## src/rtl/ptrs_pkg.sv

```systemverilog
`default_nettype none
// ----------------------------------------------------------------------------
// ptrs_pkg: shared definitions for the periodic task release scheduler
// Slot count, field widths, register indexes, item codes, microcode format
// and the microcode program itself.
// ----------------------------------------------------------------------------
package ptrs_pkg;

   localparam int SLOTS  = 4;
   localparam int SLOT_W = (SLOTS > 1) ? $clog2(SLOTS) : 1;
   localparam int TIME_W = 32;

   // Fixed field widths of the ports.
   localparam int MODE_W    = 2;
   localparam int REQ_SLOT_W = 3;
   localparam int FIRED_W   = 2;

   // Configuration port.
   localparam int CSR_IDX_W  = 3;
   localparam int CSR_DATA_W = 32;
   localparam logic [CSR_IDX_W-1:0] CSR_PRESENT_MASK = 3'd4;

   localparam logic [TIME_W-1:0] INTERVAL_RESET = 32'd1000;

   // Item codes.
   localparam logic [MODE_W-1:0] MODE_TICK   = 2'd0;
   localparam logic [MODE_W-1:0] MODE_ENABLE = 2'd1;
   localparam logic [MODE_W-1:0] MODE_START  = 2'd2;
   localparam logic [MODE_W-1:0] MODE_STOP   = 2'd3;

   // Micro-operations driven by one control word.
   typedef enum logic [2:0] {
      UOP_FETCH,
      UOP_SCAN,
      UOP_EMIT,
      UOP_ENABLE,
      UOP_RESTAMP,
      UOP_RUN,
      UOP_HALT,
      UOP_NOP
   } uop_type;

   // Sequencing: where the step counter goes after a step.
   typedef enum logic [1:0] {
      JMP_DISPATCH,
      JMP_ALWAYS,
      JMP_CURSOR_MORE,
      JMP_MASK_MORE
   } jmp_type;

   localparam int UPC_W = 3;
   typedef logic [UPC_W-1:0] upc_type;

   // Program addresses. The emit step sits at the top address so that its
   // fall-through wraps back to the fetch step.
   localparam upc_type UPC_FETCH   = 3'd0;
   localparam upc_type UPC_ENABLE  = 3'd1;
   localparam upc_type UPC_RESTAMP = 3'd2;
   localparam upc_type UPC_RUN     = 3'd3;
   localparam upc_type UPC_HALT    = 3'd4;
   localparam upc_type UPC_SPARE   = 3'd5;
   localparam upc_type UPC_SCAN    = 3'd6;
   localparam upc_type UPC_EMIT    = 3'd7;

   typedef struct packed {
      uop_type uop;
      jmp_type jmp;
      upc_type target;
   } uword_type;

   // Commands from the sequencer to the slot bank.
   typedef struct packed {
      logic              scan;
      logic              restamp;
      logic              set_en;
      logic              en_value;
      logic [SLOT_W-1:0] idx;
   } bank_cmd_type;

   function automatic uword_type ucode_rom(input upc_type pc);
      uword_type w;
      unique case (pc)
         UPC_FETCH:   w = '{uop: UOP_FETCH,   jmp: JMP_DISPATCH,    target: UPC_FETCH};
         UPC_ENABLE:  w = '{uop: UOP_ENABLE,  jmp: JMP_ALWAYS,      target: UPC_EMIT};
         UPC_RESTAMP: w = '{uop: UOP_RESTAMP, jmp: JMP_CURSOR_MORE, target: UPC_RESTAMP};
         UPC_RUN:     w = '{uop: UOP_RUN,     jmp: JMP_ALWAYS,      target: UPC_EMIT};
         UPC_HALT:    w = '{uop: UOP_HALT,    jmp: JMP_ALWAYS,      target: UPC_EMIT};
         UPC_SPARE:   w = '{uop: UOP_NOP,     jmp: JMP_ALWAYS,      target: UPC_FETCH};
         UPC_SCAN:    w = '{uop: UOP_SCAN,    jmp: JMP_CURSOR_MORE, target: UPC_SCAN};
         UPC_EMIT:    w = '{uop: UOP_EMIT,    jmp: JMP_MASK_MORE,   target: UPC_EMIT};
         default:     w = '{uop: UOP_NOP,     jmp: JMP_ALWAYS,      target: UPC_FETCH};
      endcase
      return w;
   endfunction

   // Entry point of the program for a newly accepted item.
   function automatic upc_type dispatch(input logic [MODE_W-1:0] mode, input logic running);
      upc_type t;
      unique case (mode)
         MODE_TICK:   t = running ? UPC_SCAN : UPC_EMIT;
         MODE_ENABLE: t = UPC_ENABLE;
         MODE_START:  t = UPC_RESTAMP;
         MODE_STOP:   t = UPC_HALT;
         default:     t = UPC_EMIT;
      endcase
      return t;
   endfunction

endpackage
`default_nettype wire

```

## src/rtl/ptrs_slot_bank.sv

```systemverilog
`default_nettype none
// ----------------------------------------------------------------------------
// ptrs_slot_bank: per-slot state and the shared due compare
// Holds the interval and present registers, the enable bits and the
// last-release stamps, and evaluates one slot per cycle.
// ----------------------------------------------------------------------------
module ptrs_slot_bank (
   input  wire logic                           clock,
   input  wire logic                           reset,
   input  wire logic                           csr_wen,
   input  wire logic [ptrs_pkg::CSR_IDX_W-1:0] csr_index,
   input  wire logic [ptrs_pkg::CSR_DATA_W-1:0] csr_wdata,
   input  wire ptrs_pkg::bank_cmd_type          cmd,
   input  wire logic [ptrs_pkg::TIME_W-1:0]    now_ms,
   output logic                                due
);
   import ptrs_pkg::*;

   logic [TIME_W-1:0] interval_ff [SLOTS];
   logic [TIME_W-1:0] interval_in [SLOTS];
   logic [TIME_W-1:0] stamp_ff    [SLOTS];
   logic [TIME_W-1:0] stamp_in    [SLOTS];
   logic [SLOTS-1:0]  present_ff, present_in;
   logic [SLOTS-1:0]  enabled_ff, enabled_in;
   logic [TIME_W-1:0] elapsed;

   // Wrap-around elapsed time for the addressed slot, one shared compare.
   assign elapsed = now_ms - stamp_ff[cmd.idx];
   assign due     = enabled_ff[cmd.idx] && present_ff[cmd.idx] &&
                    (elapsed >= interval_ff[cmd.idx]);

   always_comb begin
      interval_in = interval_ff;
      stamp_in    = stamp_ff;
      present_in  = present_ff;
      enabled_in  = enabled_ff;
      for (int i = 0; i < SLOTS; i++) begin
         if (csr_wen && (csr_index == CSR_IDX_W'(i))) begin
            interval_in[i] = csr_wdata[TIME_W-1:0];
         end
      end
      if (csr_wen && (csr_index == CSR_PRESENT_MASK)) begin
         present_in = csr_wdata[SLOTS-1:0];
      end
      if (cmd.scan && due) begin
         stamp_in[cmd.idx] = now_ms;
      end
      if (cmd.restamp && enabled_ff[cmd.idx]) begin
         stamp_in[cmd.idx] = now_ms;
      end
      if (cmd.set_en) begin
         enabled_in[cmd.idx] = cmd.en_value;
         if (cmd.en_value) begin
            stamp_in[cmd.idx] = now_ms;
         end
      end
   end

   always_ff @(posedge clock) begin
      if (reset) begin
         for (int i = 0; i < SLOTS; i++) begin
            interval_ff[i] <= INTERVAL_RESET;
            stamp_ff[i]    <= '0;
         end
         present_ff <= '0;
         enabled_ff <= '0;
      end else begin
         interval_ff <= interval_in;
         stamp_ff    <= stamp_in;
         present_ff  <= present_in;
         enabled_ff  <= enabled_in;
      end
   end

endmodule
`default_nettype wire

```

## src/rtl/periodic_task_release_scheduler.sv

```systemverilog
`default_nettype none
// ----------------------------------------------------------------------------
// periodic_task_release_scheduler: microcoded periodic task release scheduler
// Releases due task slots on each millisecond tick while running, in ascending slot order.
// ----------------------------------------------------------------------------
// The block takes one request beat at a time and answers it with one or more
// response beats; the final beat of a request carries rsp_last. A request is
// taken in the fetch step. A tick while running then scans the four slots one
// per cycle through a single shared subtract-and-compare and emits one beat
// per released slot (one beat if none). A tick while stopped goes straight to
// the emit step. An enable or stop request runs its own step and then the emit
// step; a start request first restamps the enabled slots one per cycle and
// then sets the running flag. The emit step holds while a finished beat is
// stalled. The response register lets the next request's work proceed while
// a finished beat still waits to be taken. Configuration writes (interval per
// slot at indexes zero to three, present mask at index four) are taken in any
// cycle and must only be issued while the block is idle.
// ----------------------------------------------------------------------------
module periodic_task_release_scheduler (
   input  wire logic                             clock,
   input  wire logic                             reset,
   input  wire logic                             req_valid,
   output logic                                  req_stall,
   input  wire logic [ptrs_pkg::MODE_W-1:0]      req_mode,
   input  wire logic [ptrs_pkg::TIME_W-1:0]      req_now_ms,
   input  wire logic [ptrs_pkg::REQ_SLOT_W-1:0]  req_slot,
   input  wire logic                             req_enable_value,
   output logic                                  rsp_valid,
   input  wire logic                             rsp_stall,
   output logic                                  rsp_fire,
   output logic [ptrs_pkg::FIRED_W-1:0]          rsp_fired_slot,
   output logic                                  rsp_bad_slot,
   output logic                                  rsp_last,
   input  wire logic                             csr_wen,
   input  wire logic [ptrs_pkg::CSR_IDX_W-1:0]   csr_index,
   input  wire logic [ptrs_pkg::CSR_DATA_W-1:0]  csr_wdata
);
   import ptrs_pkg::*;

   // Sequencer state.
   upc_type             upc_ff, upc_in;
   logic [SLOT_W-1:0]   cursor_ff, cursor_in;
   logic [SLOTS-1:0]    mask_ff, mask_in;
   logic                running_ff, running_in;
   logic                bad_ff, bad_in;

   // Latched request beat.
   logic                en_ff, en_in;
   logic [REQ_SLOT_W-1:0] slot_ff, slot_in;
   logic [TIME_W-1:0]   now_ff, now_in;

   // Response register.
   logic                rsp_valid_ff, rsp_valid_in;
   logic                rsp_fire_ff, rsp_fire_in;
   logic [FIRED_W-1:0]  rsp_slot_ff, rsp_slot_in;
   logic                rsp_bad_ff, rsp_bad_in;
   logic                rsp_last_ff, rsp_last_in;

   uword_type           uword;
   logic                accept;
   logic                out_busy;
   logic                hold;
   logic                emit;
   logic                taken;
   upc_type             jump_target;
   logic [SLOT_W-1:0]   first_idx;
   logic [SLOTS-1:0]    first_oh;
   logic [SLOTS-1:0]    mask_rest;
   logic                due;
   bank_cmd_type        bank_cmd;

   assign uword     = ucode_rom(upc_ff);
   assign req_stall = (uword.uop != UOP_FETCH);
   assign accept    = req_valid && !req_stall;
   assign out_busy  = rsp_valid_ff && rsp_stall;
   assign emit      = (uword.uop == UOP_EMIT) && !out_busy;
   assign hold      = ((uword.uop == UOP_FETCH) && !req_valid) ||
                      ((uword.uop == UOP_EMIT) && out_busy);

   // Lowest pending released slot; the emit step walks the mask upward.
   always_comb begin
      first_idx = '0;
      first_oh  = '0;
      for (int i = SLOTS - 1; i >= 0; i--) begin
         if (mask_ff[i]) begin
            first_idx   = SLOT_W'(i);
            first_oh    = '0;
            first_oh[i] = 1'b1;
         end
      end
   end
   assign mask_rest = mask_ff & ~first_oh;

   // Step counter: hold, take the conditional jump, or fall through.
   always_comb begin
      taken       = 1'b0;
      jump_target = uword.target;
      unique case (uword.jmp)
         JMP_DISPATCH: begin
            taken       = 1'b1;
            jump_target = dispatch(req_mode, running_ff);
         end
         JMP_ALWAYS:      taken = 1'b1;
         JMP_CURSOR_MORE: taken = (cursor_ff != SLOT_W'(SLOTS - 1));
         JMP_MASK_MORE:   taken = |mask_rest;
         default:         taken = 1'b1;
      endcase
      if (hold) begin
         upc_in = upc_ff;
      end else if (taken) begin
         upc_in = jump_target;
      end else begin
         upc_in = upc_ff + upc_type'(1);
      end
   end

   // Datapath driven by the current control word.
   always_comb begin
      cursor_in  = cursor_ff;
      mask_in    = mask_ff;
      running_in = running_ff;
      bad_in     = bad_ff;
      en_in      = en_ff;
      slot_in    = slot_ff;
      now_in     = now_ff;
      unique case (uword.uop)
         UOP_FETCH: begin
            cursor_in = '0;
            mask_in   = '0;
            if (accept) begin
               en_in   = req_enable_value;
               slot_in = req_slot;
               now_in  = req_now_ms;
               bad_in  = (req_mode == MODE_ENABLE) && (int'(req_slot) >= SLOTS);
            end
         end
         UOP_SCAN: begin
            mask_in[cursor_ff] = due;
            cursor_in          = cursor_ff + SLOT_W'(1);
         end
         UOP_RESTAMP: cursor_in = cursor_ff + SLOT_W'(1);
         UOP_RUN:     running_in = 1'b1;
         UOP_HALT:    running_in = 1'b0;
         UOP_EMIT: begin
            if (!out_busy) begin
               mask_in = mask_rest;
            end
         end
         UOP_ENABLE, UOP_NOP: begin
         end
         default: begin
         end
      endcase
   end

   always_comb begin
      bank_cmd.scan     = (uword.uop == UOP_SCAN);
      bank_cmd.restamp  = (uword.uop == UOP_RESTAMP);
      bank_cmd.set_en   = (uword.uop == UOP_ENABLE) && !bad_ff;
      bank_cmd.en_value = en_ff;
      bank_cmd.idx      = (uword.uop == UOP_ENABLE) ? slot_ff[SLOT_W-1:0] : cursor_ff;
   end

   ptrs_slot_bank u_bank (
      .clock     (clock),
      .reset     (reset),
      .csr_wen   (csr_wen),
      .csr_index (csr_index),
      .csr_wdata (csr_wdata),
      .cmd       (bank_cmd),
      .now_ms    (now_ff),
      .due       (due)
   );

   // Response register: loaded by the emit step, drained when not stalled.
   always_comb begin
      rsp_valid_in = rsp_valid_ff;
      rsp_fire_in  = rsp_fire_ff;
      rsp_slot_in  = rsp_slot_ff;
      rsp_bad_in   = rsp_bad_ff;
      rsp_last_in  = rsp_last_ff;
      if (emit) begin
         rsp_valid_in = 1'b1;
         rsp_fire_in  = |mask_ff;
         rsp_slot_in  = FIRED_W'(first_idx);
         rsp_bad_in   = bad_ff;
         rsp_last_in  = ~|mask_rest;
      end else if (!rsp_stall) begin
         rsp_valid_in = 1'b0;
      end
   end

   always_ff @(posedge clock) begin
      if (reset) begin
         upc_ff       <= UPC_FETCH;
         cursor_ff    <= '0;
         mask_ff      <= '0;
         running_ff   <= 1'b0;
         bad_ff       <= 1'b0;
         rsp_valid_ff <= 1'b0;
      end else begin
         upc_ff       <= upc_in;
         cursor_ff    <= cursor_in;
         mask_ff      <= mask_in;
         running_ff   <= running_in;
         bad_ff       <= bad_in;
         rsp_valid_ff <= rsp_valid_in;
      end
   end

   always_ff @(posedge clock) begin
      en_ff       <= en_in;
      slot_ff     <= slot_in;
      now_ff      <= now_in;
      rsp_fire_ff <= rsp_fire_in;
      rsp_slot_ff <= rsp_slot_in;
      rsp_bad_ff  <= rsp_bad_in;
      rsp_last_ff <= rsp_last_in;
   end

   assign rsp_valid      = rsp_valid_ff;
   assign rsp_fire       = rsp_fire_ff;
   assign rsp_fired_slot = rsp_slot_ff;
   assign rsp_bad_slot   = rsp_bad_ff;
   assign rsp_last       = rsp_last_ff;

   // A taken request always leaves the fetch step.
   a_leave_fetch: assert property (@(posedge clock) disable iff (reset)
      accept |=> (upc_ff != UPC_FETCH))
      else $error("sequencer stayed in fetch after taking a request");

   // Every request starts with an empty release mask.
   a_mask_cleared: assert property (@(posedge clock) disable iff (reset)
      accept |=> (mask_ff == '0))
      else $error("release mask not cleared on a new request");

   // An error beat never releases a slot and is the only beat of its request.
   a_bad_alone: assert property (@(posedge clock) disable iff (reset)
      (rsp_valid_ff && rsp_bad_ff) |-> (!rsp_fire_ff && rsp_last_ff))
      else $error("error beat carries a release or is not final");

   // The running flag only changes in the start and stop steps.
   a_running_steps: assert property (@(posedge clock) disable iff (reset)
      (!$past(reset) && (running_ff != $past(running_ff))) |->
      ($past(upc_ff) == UPC_RUN || $past(upc_ff) == UPC_HALT))
      else $error("running flag changed outside start or stop");

endmodule
`default_nettype wire

```

## config.mk

```make
export PLATFORM = sky130hd
export DESIGN_NAME = periodic_task_release_scheduler
export DESIGN_NICKNAME = d
export VERILOG_FILES = /design/src/rtl/ptrs_pkg.sv /design/src/rtl/ptrs_slot_bank.sv /design/src/rtl/periodic_task_release_scheduler.sv
export SDC_FILE = /design/constraint.sdc
export NUM_CORES = 1
export LEC_CHECK = 0
export BUFFER_PORTS_ARGS = -buffer_cell sky130_fd_sc_hd__buf_2
export CELL_PAD_IN_SITES_DETAIL_PLACEMENT = 1
export CELL_PAD_IN_SITES_GLOBAL_PLACEMENT = 2
export CORE_ASPECT_RATIO = 1.75
export CORE_MARGIN = 3
export CORE_UTILIZATION = 37
export DETAILED_ROUTE_END_ITERATION = 16
export GPL_TIMING_DRIVEN = 0
export PLACE_DENSITY_LB_ADDON = 0.1
export SLEW_MARGIN = 20
export SYNTH_ARGS = -nofsm -noshare
export SYNTH_HDL_FRONTEND = slang
export SYNTH_SLANG_ARGS = --single-unit
```

## constraint.sdc

```tcl
create_clock -name clock -period 7.3 [get_ports clock]
set_clock_uncertainty 0.2 [all_clocks]
set_input_delay 0.73 -clock clock [delete_from_list [all_inputs] [get_ports clock]]
set_output_delay 0.73 -clock clock [all_outputs]
set_load 0.005 [all_outputs]
```

Word-level counts from Yosys, hierarchy flattened
Memories as Yosys holds them, arrays and structs flattened. A register that Yosys moved wholly into a read port is not among the register bits.
Cells that the tools add are included.
W data, S select, Z words.
{"block": "classes", "n_lt_le_gt_ge": 8, "add_sub_neg": 3, "n_reduce_logical": 40, "mux": 46, "bitwise_logic": 3, "eq_ne": 19}
{"cell": "$mux W128", "count": 4}
{"cell": "$bwmux W128", "count": 3}
{"cell": "$mux W32", "count": 5}
{"cell": "$bmux W32 S2", "count": 2}
{"cell": "$demux W32 S2", "count": 1}
{"cell": "$ge A32 B32 Y1", "count": 1}
{"cell": "$sub A32 B32 Y32", "count": 1}
{"cell": "$mux W4", "count": 5}
{"cell": "$logic_and A1 B1 Y1", "count": 19}
{"cell": "$eq A3 B2 Y1 const B", "count": 4}
{"cell": "$eq A3 B3 Y1 const B", "count": 4}
{"cell": "$mux W3", "count": 4}
{"cell": "$pmux W3 S4", "count": 1}
{"cell": "$pmux W4 S3", "count": 1}
{"cell": "$bwmux W4", "count": 2}
{"cell": "$eq A2 B2 Y1 const B", "count": 4}
{"cell": "$mux W1", "count": 8}
{"cell": "$reduce_or A4 Y1", "count": 2}
{"cell": "$eq A3 B1 Y1 const B", "count": 2}
{"cell": "$ge A3 B3 Y1 const B", "count": 2}
{"cell": "$logic_not A3 Y1", "count": 2}
{"cell": "$lt A2 B3 Y1 const B", "count": 2}
{"cell": "$mux W2", "count": 3}
{"cell": "$reduce_bool A3 Y1", "count": 2}
{"cell": "other kinds (21)", "count": 35}
{"block": "word_totals", "register_bits": 316, "out_inout_bits": 7, "wordCells": 144, "n_memories": 1, "romBits": 64, "input_bits": 78}
{"name": "(no name shown)", "words": 8, "word_bits": 8, "rd": 1, "rd_ports_with_merged_regs": 1, "wr": 0, "line_no": "ptrs_pkg.sv:82", "text": "unique case (pc)"}

Depth between registers and ports, before layout
{"block": "logic_depth", "word_depth": 16, "mapped_depth": 29, "ltp_nobuf": 24}

Hierarchy
A second synthesis with hierarchy kept.
{"block": "unflattened", "hier_cells": 1709, "area_unflattened_um2": 16469.5}
{"mod": "ptrs_slot_bank", "seq_area_each_um2": 5285.1, "instances": 1, "area_each_um2": 13925.9, "cells_per_inst": 1503}
{"mod": "periodic_task_release_scheduler", "seq_area_each_um2": 1601.5, "instances": 1, "area_each_um2": 2543.7, "cells_per_inst": 206}

Worst setup path before layout
Ideal clock, no wire load.
{"block": "synth_timing", "path_type": "register to register", "start": "register, netlist name uword[7]", "end": "register u_bank.stamp_ff[66] in the netlist's numbering", "arrival_time_ps": 5565, "setup_time_ps": 72, "path_stages_with_launch": 28, "required_time_ps": 7028, "path_slack_ps": 1463, "n_path_buf": 5, "period_less_slack_ps": 5837, "cell_sequence": "dfxtp_1 buf_6 nand3b_4 mux2i_1 buf_2 clkbuf_1 clkbuf_1 nand3_1 nand2_1 ha_1 a21oi_1 nor2b_1 a311o_1 a21oi_1 o21ai_1 a2111oi_0 or4_1 nand3_1 ha_1 a21o_1 a21o_1 a21oi_1 o21a_1 o211ai_1 o21bai_1 a21oi_2 buf_6 mux2i_1"}
{"block": "synth_between", "elab_chain_len": 16, "elab_cells_between_ends": 34, "classes_between": "add/sub: 1; order compare: 3; eq/ne: 3; mux: 20; bitwise: 1; reduce/logical: 6"}
{"item": "$eq A3 B2 Y1", "line_no": "periodic_task_release_scheduler.sv:159, periodic_task_release_scheduler.sv:161"}
{"item": "$mux W2", "line_no": "periodic_task_release_scheduler.sv:161", "text": "bank_cmd.idx = (uword.uop == UOP_ENABLE) ? slot_ff[SLOT_W-1:0] : cursor_ff;"}
{"item": "$not A2 Y3 (not written as such)"}
{"item": "$bmux W32 S2", "line_no": "ptrs_slot_bank.sv:28", "text": "assign elapsed = now_ms - stamp_ff[cmd.idx];"}
{"item": "$mux W32 (not written as such) (2 in a row)", "line_no": "ptrs_slot_bank.sv:28"}
{"item": "$sub A32 B32 Y32", "line_no": "ptrs_slot_bank.sv:28"}
{"item": "$ge A32 B32 Y1", "line_no": "ptrs_slot_bank.sv:30", "text": "(elapsed >= interval_ff[cmd.idx]);"}
{"item": "$logic_and A1 B1 Y1", "line_no": "ptrs_slot_bank.sv:29", "text": "assign due = enabled_ff[cmd.idx] && present_ff[cmd.idx] &&"}
{"item": "$logic_and A1 B1 Y1", "line_no": "ptrs_slot_bank.sv:45", "text": "if (cmd.scan && due) begin"}
{"item": "$mux W128", "line_no": "ptrs_slot_bank.sv:45"}
{"item": "$bwmux W128", "line_no": "ptrs_slot_bank.sv:49", "text": "stamp_in[cmd.idx] = now_ms;"}
{"item": "$mux W128", "line_no": "ptrs_slot_bank.sv:48", "text": "if (cmd.restamp && enabled_ff[cmd.idx]) begin"}
{"item": "$bwmux W128", "line_no": "ptrs_slot_bank.sv:54", "text": "stamp_in[cmd.idx] = now_ms;"}
{"item": "$mux W128", "line_no": "ptrs_slot_bank.sv:53", "text": "if (cmd.en_value) begin"}
{"item": "$mux W128 *", "line_no": "ptrs_slot_bank.sv:51", "text": "if (cmd.set_en) begin"}
{"item": "to (signal assigned)", "line_no": "ptrs_slot_bank.sv:69", "text": "stamp_ff <= stamp_in;"}
{"item": "to (decl)", "line_no": "ptrs_slot_bank.sv:21", "text": "logic [TIME_W-1:0] stamp_ff [SLOTS];"}
Every way passes the cells marked *; elsewhere a longest branch is shown, timed or not. The select of a mux whose other input is x is not followed.
A chain may end at the register's enable or synchronous reset.

Worst setup path after layout
{"block": "layout_timing", "start": "register, netlist name uword[7]", "end": "register u_bank.stamp_ff[99] in the netlist's numbering"}
{"block": "layout_between", "elab_chain_len": 16, "elab_cells_between_ends": 34, "classes_between": "add/sub: 1; order compare: 3; eq/ne: 3; mux: 20; bitwise: 1; reduce/logical: 6"}
{"item": "$eq A3 B2 Y1", "line_no": "periodic_task_release_scheduler.sv:159, periodic_task_release_scheduler.sv:161"}
{"item": "$mux W2", "line_no": "periodic_task_release_scheduler.sv:161"}
{"item": "$not A2 Y3 (not written as such)"}
{"item": "$bmux W32 S2", "line_no": "ptrs_slot_bank.sv:28"}
{"item": "$mux W32 (not written as such) (2 in a row)", "line_no": "ptrs_slot_bank.sv:28"}
{"item": "$sub A32 B32 Y32", "line_no": "ptrs_slot_bank.sv:28"}
{"item": "$ge A32 B32 Y1", "line_no": "ptrs_slot_bank.sv:30"}
{"item": "$logic_and A1 B1 Y1", "line_no": "ptrs_slot_bank.sv:29"}
{"item": "$logic_and A1 B1 Y1", "line_no": "ptrs_slot_bank.sv:45"}
{"item": "$mux W128", "line_no": "ptrs_slot_bank.sv:45"}
{"item": "$bwmux W128", "line_no": "ptrs_slot_bank.sv:49"}
{"item": "$mux W128", "line_no": "ptrs_slot_bank.sv:48"}
{"item": "$bwmux W128", "line_no": "ptrs_slot_bank.sv:54"}
{"item": "$mux W128", "line_no": "ptrs_slot_bank.sv:53"}
{"item": "$mux W128 *", "line_no": "ptrs_slot_bank.sv:51"}
Marked as above.

==> impl_metrics.ini <==
[run_status]
status = complete, no violations

[sta]
tightest_slew_ps = 925
clock.fmax_ghz = 0.143
setup_viol = 0
rsz0062_at_grt = no
final.period_utilization_pct = 95.7
hold_viol = 0
final.min_clock_period_ps = 6990
setup_ws_ps = 312
maxSlewHeadroom_pct = 38.3
drv_slew = 0

[setup_path]
reg2reg_from = uword[7]
cp_num_cells = 28
reg2reg_depth = 28
slowest_delay_ps = 550
reg2reg_to = u_bank.stamp_ff[99]
crit_required_ps = 7550
critPathBufInv = 6
crit_path_top_delay_cell = a2111oi_1
worstSetupPathType = reg -> reg
r2r_slack_ps = 310
crit_arrival_ps = 7230
crit_path_end_kind = flip-flop
cp_max_fo = 10
crit_family = compound AO/OA/AOI/OAI gates
worstSetupStartpointType = flip-flop

[clock_network]
clock-sinks = 324
cts_buffer_depth = 3
hold_buffers = 0
root_buffer = clkbuf_16
cts_buffers = 35
clk_pin_slew_worst_paths_ps = 60
htree_levels = 2
cts_tree = built
clock_latency_ps = 530

[detailed_routing]
detail-route-antenna-nets = 0
viasPerCell = 5.36
wl_per_cell_microns = 21.6
drt_iter0_drc = 705
drc_errors = 0
routed_wl_microns = 60000
firstDrtPassIters = 5
via_count = 14900

[global_routing]
overflow = 0
gr-usage-met1_pct = 28.4
use_met3_pct = 3.42
grt_max_degree = 26
grt_pass1_vias = 15800
groute.usage.overall_pct = 25.6
grt_use_met2_pct = 47.8
busiest_layer = met2
antenna_found_initial = 2
grt_pass1_wl_microns = 91700

[logic_synthesis]
synth_area_leader_cell = dfxtp_1
synthFlopType = dfxtp_1
ys_seq_area_share_pct = 42.2
avgSynthCellArea_sq_um = 7.92
async_flop_share_pct = 0
synth_edf_count = 40
synth_common_cells = nand2_1, dfxtp_1, nand3_1
synth_top_area_share_pct = 34.9
ys_types = 73
yosysWarnings = 0
ys_seq_elements = 324
synth_most_common_cell = nand2_1
synthTopCellsByArea = dfxtp_1, nand2_1, mux2i_1
syn_nets = 2214
syn_area_sq_mm = 0.0163
synthesis.instances = 2059

[power]
power_density_mw_per_mm2 = 394
comb_power_share_pct = 47.2
p_sw_share_pct = 41.4
clkPwrFrac_pct = 25.4
leakagePower_uw = 0.00787
ir_drop_uv = 201
switchingPower_uw = 3080
seq_power_share_pct = 27.4
intPower_uw = 4350

[final_layout]
drive_above_1_share_pct = 10.0
nets = 2341
fin_util_pct = 43.4
antenna_cells = 0
area_delta_synth_final_pct = 15.6

[floorplan]
pin_count = 85
initial_utilization_pct = 37.5
row_count = 101
die_area_sq_mm = 0.0467
fp.coreArea_sq_mm = 0.0435
die_w_microns = 165
fp.dieH_microns = 284

[worst_hold_path]
whs_endpoint = now_ff[30]
hp-class = in -> reg
holdPathStages = 1
worstHoldStart = req_now_ms[30]

[placed_design]
hpwlAfterDp_microns = 45000
port_buffers = 83
finalWeightedCongestion = 0.843
pre_cts_ws_ps = -1310

[flow_run]
drv_cap = 0
## power groups by stage
stage               Combinational, uW  Clock (uW)  Sequential (uW)
floorplan                        2290           0             2040
global placement                 3300           0             2070
detailed placement               3400           0             2070
CTS                              3480        1930             2040
global route                     3920        2000             2050
finish                           3500        1880             2030
## registers in the layout (all words and copies together), names as in the netlist, 3 cells and up
signal,cells
u_bank.interval_ff,128
u_bank.stamp_ff,128
now_ff,32
uword,8
mask_ff,4
u_bank.enabled_ff,4
u_bank.present_ff,4
upc_ff,3
## cell families (layout without fill, tap and decap cells)
family                     Yosys count  in the layout  synth area share (%)
muxes                              147            147                  9.15
buffers and inverters              158            310                  4.27
adders and majority gates           78             78                  6.02
DFF                                324            324                  42.2
AOI/OAI and AO/OA                  278            278                  10.4
and+or+nand+nor                   1050           1050                  26.6
xor gates and xnor gates            24             24                  1.29
## routing by layer
metal,routed length [microns],vias to the layer above
met5,25,-
met4,2610,4
met1,23100,7282
met3,2060,118
met2,32100,284
li1,-,7189
## stage by stage
stage	instance area (sq um)	TNS [ps]	hold WS (ps)	cells	power, uW
floorplan	16300	0	237	2059	4330
global route	18900	0	160	2777	7960
CTS	18800	0	147	2777	7450
finish	18900	0	175	2777	7420
detailed placement	17400	-155280	248	2709	5470
global placement	17400	-162790	242	2708	5370
## cell usage in the layout, fill, tap and decap left out, types with 31 or more instances in the layout
cell       Yosys  final
mux2i_1      142    141
nand3_1      166    166
a21oi_1      153    152
clkbuf_16      0     38
edfxtp_1      40     40
buf_2          1     84
ha_1          76     76
dfxtp_1      284    284
nor2_1        45     45
clkbuf_1     102     86
inv_1         31     31
nand2_1      769    769
## area by class of cell
| type | count | area, sq um |
|---|---|---|
| sequential | 324 | 6890 |
| timing repair buffer | 90 | 505 |
| clock buffer | 53 | 1080 |
| clock inverter | 9 | 124 |
| buffer | 126 | 628 |
| tap | 566 | 708 |
| inverter | 32 | 120 |
| fill | 5365 | 24600 |
| multi-input combinational | 1577 | 8800 |
## timing repair
| action | CTS | global route |
|---|---|---|
| resized for setup | 27 | 35 |
| pin swaps | 4 | 0 |
| setup endpoints to repair | 132 | 132 |
| cloned | 0 | 0 |
| setup buffers | 6 | 0 |
## how the worst max path moves through the flow
stage / from / endpoint / slack [ps]
2_1_floorplan: uword[7] / u_bank.stamp_ff[66] / 1460
3_3_place_gp: uword[7] / u_bank.stamp_ff[67] / -1330
3_5_place_dp: uword[7] / u_bank.stamp_ff[69] / -1310
4_1_cts: uword[7] / u_bank.stamp_ff[20] / 5
5_1_grt: uword[7] / u_bank.stamp_ff[52] / 2
6_report: uword[7] / u_bank.stamp_ff[99] / 310
No activity file was read; power rests on OpenSTA's default activity.
